**config.mk**
```make
export PLATFORM = sky130hd
export DESIGN_NAME = sdtq_chain
export DESIGN_NICKNAME = d
export VERILOG_FILES = /design/src/sv/sdtq_pkg.sv /design/src/sv/sdtq_cell.sv /design/src/sv/sdtq_chain.sv
export SDC_FILE = /design/constraint.sdc
export NUM_CORES = 2
export LEC_CHECK = 0
export ABC_AREA = 1
export BUFFER_PORTS_ARGS = -buffer_cell sky130_fd_sc_hd__buf_2
export CORE_MARGIN = 8
export CORE_UTILIZATION = 50
export DETAILED_ROUTE_END_ITERATION = 8
export GPL_ROUTABILITY_DRIVEN = 0
export PLACE_DENSITY = 0.66
export SLEW_MARGIN = 0
export SYNTH_ARGS = -nofsm -noshare
export SYNTH_HDL_FRONTEND = slang
export SYNTH_SLANG_ARGS = --single-unit
```
**constraint.sdc**
```tcl
create_clock -name clk -period 9.35 [get_ports clk]
set_input_delay 0.4675 -clock clk [delete_from_list [all_inputs] [get_ports clk]]
set_output_delay 0.4675 -clock clk [all_outputs]
set_load 0.1 [all_outputs]
```
**src/sv/sdtq_pkg.sv**
```systemverilog
// Shared constants, types and codes for the sorted deadline timer queue.
package sdtq_pkg;

  localparam int DEPTH        = 16;
  localparam int MAX_RESULTS  = 16;
  localparam int DL_W         = 64;
  localparam int DELAY_W      = 16;
  localparam int TASK_W       = 8;
  localparam int FREQ_W       = 32;
  localparam int PROD_W       = DELAY_W + FREQ_W;
  localparam int NPOP_W       = $clog2(MAX_RESULTS + 1);
  localparam int IN_DATA_W    = 88;
  localparam int OUT_DATA_W   = 80;

  localparam logic [FREQ_W-1:0] FREQ_RESET = FREQ_W'(19200000);
  localparam logic [DL_W-1:0]   ALL_ONES   = '1;

  localparam logic CMD_ADD = 1'b0;
  localparam logic CMD_IRQ = 1'b1;

  typedef enum logic [1:0] {
    OP_HOLD,
    OP_INSERT,
    OP_POP
  } cell_op_t;

  typedef struct packed {
    logic              valid;
    logic [DL_W-1:0]   deadline;
    logic [TASK_W-1:0] task_id;
  } entry_t;

  typedef struct packed {
    cell_op_t          op;
    logic [DL_W-1:0]   deadline;
    logic [TASK_W-1:0] task_id;
  } chain_ctrl_t;

  typedef struct packed {
    entry_t head;
    logic   full;
  } chain_stat_t;

  typedef enum logic [2:0] {
    S_IDLE,
    S_MUL,
    S_ADD,
    S_INS,
    S_POP,
    S_EMIT
  } state_t;

endpackage

```
**src/sv/sdtq_cell.sv**
```systemverilog
// One slot of the sorted timer chain: holds an entry and shifts with its neighbors.
module sdtq_cell (
  input  logic                 clk,
  input  logic                 rst_n,
  input  sdtq_pkg::chain_ctrl_t ctrl,
  input  sdtq_pkg::entry_t     left_ent,
  input  logic                 left_ge,
  input  sdtq_pkg::entry_t     right_ent,
  output sdtq_pkg::entry_t     ent,
  output logic                 ge
);
  import sdtq_pkg::*;

  entry_t ent_r;
  entry_t ent_nxt;

  // An empty slot counts as an infinite deadline, so the slots that move
  // on an insert always form a tail of the chain.
  always_comb begin
    ge      = !ent_r.valid || (ent_r.deadline >= ctrl.deadline);
    ent_nxt = ent_r;
    case (ctrl.op)
      OP_INSERT: begin
        if (ge) begin
          if (left_ge) begin
            ent_nxt = left_ent;
          end else begin
            ent_nxt.valid    = 1'b1;
            ent_nxt.deadline = ctrl.deadline;
            ent_nxt.task_id  = ctrl.task_id;
          end
        end
      end
      OP_POP:  ent_nxt = right_ent;
      default: ent_nxt = ent_r;
    endcase
  end

  // Only the valid bit is reset; the payload is ignored while it is clear.
  always_ff @(posedge clk) begin
    if (!rst_n) begin
      ent_r.valid <= 1'b0;
    end else begin
      ent_r.valid <= ent_nxt.valid;
    end
    ent_r.deadline <= ent_nxt.deadline;
    ent_r.task_id  <= ent_nxt.task_id;
  end

  assign ent = ent_r;

endmodule

```
**src/sv/sdtq_chain.sv**
```systemverilog
// Row of timer cells kept sorted by deadline, head at cell zero.
module sdtq_chain (
  input  logic                  clk,
  input  logic                  rst_n,
  input  sdtq_pkg::chain_ctrl_t ctrl,
  output sdtq_pkg::chain_stat_t stat
);
  import sdtq_pkg::*;

  entry_t ents [DEPTH];
  logic   ges  [DEPTH];

  for (genvar i = 0; i < DEPTH; i++) begin : g_cell
    entry_t left_w;
    logic   left_ge_w;
    entry_t right_w;

    if (i == 0) begin : g_first
      assign left_w    = '0;
      assign left_ge_w = 1'b0;
    end else begin : g_mid
      assign left_w    = ents[i-1];
      assign left_ge_w = ges[i-1];
    end

    if (i == DEPTH - 1) begin : g_last
      assign right_w = '0;
    end else begin : g_inner
      assign right_w = ents[i+1];
    end

    sdtq_cell u_cell (
      .clk       (clk),
      .rst_n     (rst_n),
      .ctrl      (ctrl),
      .left_ent  (left_w),
      .left_ge   (left_ge_w),
      .right_ent (right_w),
      .ent       (ents[i]),
      .ge        (ges[i])
    );
  end

  assign stat.head = ents[0];
  assign stat.full = ents[DEPTH-1].valid;

endmodule
```
# Yosys cells after proc, flatten, opt, wreduce, memory -nomap -nowiden
# Cells that the tools add are included.
[classes] reduce_logical=49 eq_ne=18 n_mux=47 n_lt_le_gt_ge=16
[op_table] cell="73-bit one-hot mux with 2 select lines" count=16
[op_table] cell="73-bit two-way mux" count=31
[op_table] cell="64-bit greater-or-equal comparator" count=16
[op_table] cell="2-bit AND reduction" count=16
[op_table] cell="2-bit by 1-bit != test with 1-bit output (second input constant)" count=15
[op_table] cell="1-bit zero test" count=16
[op_table] cell="1-bit logical OR" count=16
[op_table] cell="2-bit by 1-bit == test with 1-bit output (second input constant)" count=1
[op_table] cell="2-bit == test (second input constant)" count=1
[op_table] cell="2-bit != test (second input constant)" count=1
[op_table] cell="2-bit nonzero test" count=1
[totals] in_bits=76 elab_cells=178 output_inout_bits=74 reg_bits=1168

# Logic depth before layout (Yosys ltp)
[logic_depth] ltp_word=5 mapped_depth=21 mapped_depth_nobuf=20

# Modules after synthesis
# Synthesis repeated with hierarchy kept, for this count alone.
[hier_totals] cells_unflattened=11025 area_unflattened_um2=85585.8
[by_module_without_submodules] module="sdtq_cell" area_each_um2=5348.9 cells_per_inst=689 seq_area_each_um2=2182.1 n_inst=16
[by_module_without_submodules] module="sdtq_chain" area_each_um2=3.8 cells_per_inst=1 seq_area_each_um2=0.0 n_inst=1

# Least setup slack after synthesis
# OpenSTA, ideal clock, no wires.
[synth_path] path_type="input to register" start="input port ctrl[71] in the netlist's numbering" end="register g_cell[0].u_cell.ent_r (netlist bit g_cell[0].u_cell.ent[0]) (enable)" setup_slack_ns=4.712 path_stages=14 setup_ns=0.432 path_buffers=2 required_time_ns=8.918 arrival_ns=4.206 path_cell_list="inv_1 clkbuf_1 ha_1 nand2_1 nor2_1 nand4_1 nor3_2 nand2_1 nor3b_2 nand2_2 nand2_8 buf_6 nand2_2 nand2_1"
[synth_via] elab_chain_cells=4
[synth_lines] item="start, declared" line_no="sdtq_chain.sv:5" rtl="input sdtq_pkg::chain_ctrl_t ctrl,"
[synth_lines] item="64-bit greater-or-equal comparator" line_no="sdtq_cell.sv:20" rtl="ge = !ent_r.valid || (ent_r.deadline >= ctrl.deadline);"
[synth_lines] item="1-bit logical OR" line_no="sdtq_cell.sv:20"
[synth_lines] item="2-bit by 1-bit != test with 1-bit output (no line)"
[synth_lines] item="2-bit AND reduction (no line)"
[synth_lines] item="end, declared" line_no="sdtq_cell.sv:14" rtl="entry_t ent_r;"
# No other way between the ends.
# A chain may end at the register's enable or synchronous reset.

# Worst setup path after layout
[layout_path] start="input port ctrl[71] in the netlist's numbering" end="register g_cell[13].u_cell.ent_r (netlist bit g_cell[13].u_cell.ent[34]) (enable)"
[layout_via] elab_chain_cells=4
[layout_lines] item="64-bit greater-or-equal comparator" line_no="sdtq_cell.sv:20"
[layout_lines] item="1-bit logical OR" line_no="sdtq_cell.sv:20"
[layout_lines] item="2-bit by 1-bit != test with 1-bit output (no line)"
[layout_lines] item="2-bit AND reduction (no line)"
[layout_lines] item="end, declared" line_no="sdtq_cell.sv:14"
# No other way between the ends.

==> metrics <==
status complete, no violations; NumNets Final 11800; area grow syn2layout 7.96%; R2R setup slack 3.77 ns; Pleak 44.0 nW; Routed WL 299000 microns; peak supply drop ~0.00018 V; Worst Skew 0.0272 ns; number of remaining DRC errors 0; H-tree depth 4; Final Cycle Share between 60% and 70%; hold_sp ctrl[42]; Hold Path Class input port to flop; Async S/R FF share, synth 0%; largest net degree at the start of global routing 269; max reg flops 1168; Net Sw Power slightly above 0.006 W; Max Clock Freq 170 MHz; RSZ-0062 raised after global routing false; Core Area ~170000 sq um; Post-Syn Nets 12000; CTS tree built; worst path bufs/invs 5; DR WL/cell 22.8 microns; Synth Instances roughly 11000; Hold Crit Endpoint g_cell[0].u_cell.ent[42]; final core utilization 54.4%; Reg2Reg Depth 12; Multi-input gate area 42700 sq um; HPWL after DPL 206000 microns; Port Buf Inserts 149; Post-synth EDFFs 1152; Initial Util 50.3%; first-pass GRT wire length around 450000 microns; Hold Vio Cnt, Final 0; post-CTS setup repair buffer count 0; CTS buffer count 143; Bufs on Longest Clock Path 3; Setup crit end kind flop; commonest register cell after synthesis edfxtp_1; sequential share of the synthesized area around 41%; routed vias/inst slightly below 6; Crit path largest cell delay just under 0.7 ns; TritonRoute pass-1 iters 8; total of warnings raised by yosys 0; initial drt markers 8665; post-synthesis cell type count 39; Int Pwr 0.0112 W; die width 429 microns; CP top delay family simple AND/OR/NAND/NOR gates; # rows about 150; Worst Hold Depth 3; Power Total 0.0172 W; final antenna-violating net count 0; Cell Area, Synth 85200 sq um; worst setup margin 3.47 ns; CTS clk-pin slew, worst paths 0.06 ns; # setup viols final 0; grt ovf 0; pre-CTS WS 3.23 ns; initial antenna violation count 13; Vias 76900; register bit total from synthesis about 1200; Seq. cell area between 30000 and 40000 sq um; crit path cell chain dlygate4sd3_1, buf_2, inv_1, buf_4, ha_1, nand2_1, nor2_1, nand2_1, nor3_2, nand2_1, nor2_1, nand2_1, nand2_8, nand2_1, nand2_4, buf_4; clock latency on the worst-skew pair 0.81 ns; I/O Pins 150; FF-to-FF End g_cell[13].u_cell.ent[34]; number of global-route vias before repair 74200; Root Driver clkbuf_16; Comb power frac about 27%; CTS resizes 0; Slew Viols, Final 0; CTS Sinks 1168; worst endpoint required time between 9 and 10 ns; WS Path Type input port to flop; Worst Max-Slew Pin Slew 1.28 ns; Critical R2R Launch g_cell[13].u_cell.ent[71]; Fillers 15700; max cap viols 0; # hold bufs at CTS 30; Critical Path AT 6.31 ns; Tot GR Track Use a little under a third; most frequent CP cell nand2_1; Power Density 187 nW/um^2; Reg power frac 41.2%; Die Y 429 microns; crit path time final 5.88 ns; clock power share a little under a third; Die ar. approximately 180000 sq um; Sw Share 35.1%; slowest cell on the critical path nand2_4; crit path max fanout 82; Slew HR between 10 and 15%; hold_ws roughly 0.063 ns; layout cells sized above 1 4.73%; total negative slack 0 ns; Startpoint Class input port; Syn Area/Cell approximately 7.8 sq um
how the worst max path moves through the flow:
stage	from	slack, ns	to	depth (start not counted)
after floorplan	ctrl[71]	4.71	g_cell[0].u_cell.ent[0]	14
after global placement	ctrl[71]	2.92	g_cell[11].u_cell.ent[32]	16
after detailed placement	ctrl[71]	3.23	g_cell[13].u_cell.ent[32]	15
after CTS	ctrl[71]	3.49	g_cell[13].u_cell.ent[34]	16
after global routing	ctrl[71]	3.26	g_cell[13].u_cell.ent[34]	16
final	ctrl[71]	3.47	g_cell[13].u_cell.ent[34]	16
kinds of logic after synthesis:
group           after synthesis  share of synthesized area (%)
fa+ha+maj                  1024                           15.0
buf+inv                    1924                           9.26
simple gates               4834                           23.3
flops                      1168                           41.0
compound gates             1909                           11.5
synth_stat cells, types with 2 or more instances:
cell type  instances  share of area, %
nand2_1         3273                14
inv_1           1352               6.0
o21ai_0         1225               7.2
edfxtp_1        1152                41
nand3_1         1035               6.1
ha_1            1024                15
a21oi_1          482               2.8
nor2_1           368               1.6
clkbuf_1         359               1.6
o21ai_1          116              0.68
nand4_1           88              0.65
buf_2             78              0.46
buf_4             64              0.56
a21o_1            33              0.29
nor3_1            33              0.19
buf_6             26              0.34
o21a_1            25              0.22
buf_1             23              0.10
dfxtp_1           16              0.38
a211oi_1          14              0.12
inv_2             13             0.057
and3_1            10             0.073
buf_12             7              0.16
o21bai_1           7             0.062
nand2_2            5             0.037
nor3_2             5             0.059
nor4_1             5             0.037
nand3b_1           4             0.035
nor3b_1            4             0.035
clkbuf_8           2             0.032
o211ai_1           2             0.018
o22ai_1            2             0.015
power groups by stage:
stage	Sequential (W)	Clock, W	Combinational [W]
final	0.00709	0.00547	0.00465
after CTS	0.00708	0.00551	0.00457
after detailed placement	0.00718	0	0.00454
after global placement	0.00716	0	0.00440
after global routing	0.00715	0.00569	0.00517
after floorplan	0.00723	0	0.00297
worst min-delay path: stages:
cell and delay (ns):
buf_2 0.14, nand2_1 0.06, o21ai_0 0.07
through the flow:
step / instances / cell area (sq um)
after floorplan: 10900 / 85200
after global placement: 12800 / 87200
after detailed placement: 12800 / 87300
after CTS: 13100 / 92000
after global routing: 13100 / 92000
final: 13100 / 92000
final cells by class:
cell class              instances  share of cell area [%]
multi-input cells            7767                    46.4
flip-flops and latches       1168                    37.9
inverters                    1365                    5.59
clock buffers                 190                    4.17
well taps                    2218                    3.02
repair buffers                304                    2.26
clock inverters                65                   0.612
diodes                          7                  0.0190
routing by layer:
| metal | up-vias | wire length, microns | GRT usage, % |
|---|---|---|---|
| li1 | 36100 | - | - |
| met1 | 36100 | 114000 | 38.4 |
| met2 | 3847 | 136000 | 50.5 |
| met3 | 818 | 28000 | 5.82 |
| met4 | 6 | 20600 | 18.9 |
| met5 | - | 47 | 0 |
placed cells by master, fill, tap and decap left out, types with 18 or more instances in the layout:
cell | Yosys | layout
buf_2 | 78 | 149
nand4_1 | 88 | 88
clkinv_1 | 0 | 32
nor2_1 | 368 | 368
edfxtp_1 | 1152 | 1152
inv_1 | 1352 | 1351
clkbuf_16 | 0 | 146
a21oi_1 | 482 | 482
nand3_1 | 1035 | 1035
o21ai_0 | 1225 | 1225
o21ai_1 | 116 | 116
buf_4 | 64 | 116
nor3_1 | 33 | 31
nand2_1 | 3273 | 3245
a21o_1 | 33 | 33
o21a_1 | 25 | 25
dlygate4sd3_1 | 0 | 30
clkbuf_1 | 359 | 42
nand2_4 | 0 | 29
clkinv_2 | 0 | 18
ha_1 | 1024 | 1024
No activity file was read; power rests on OpenSTA's default activity.
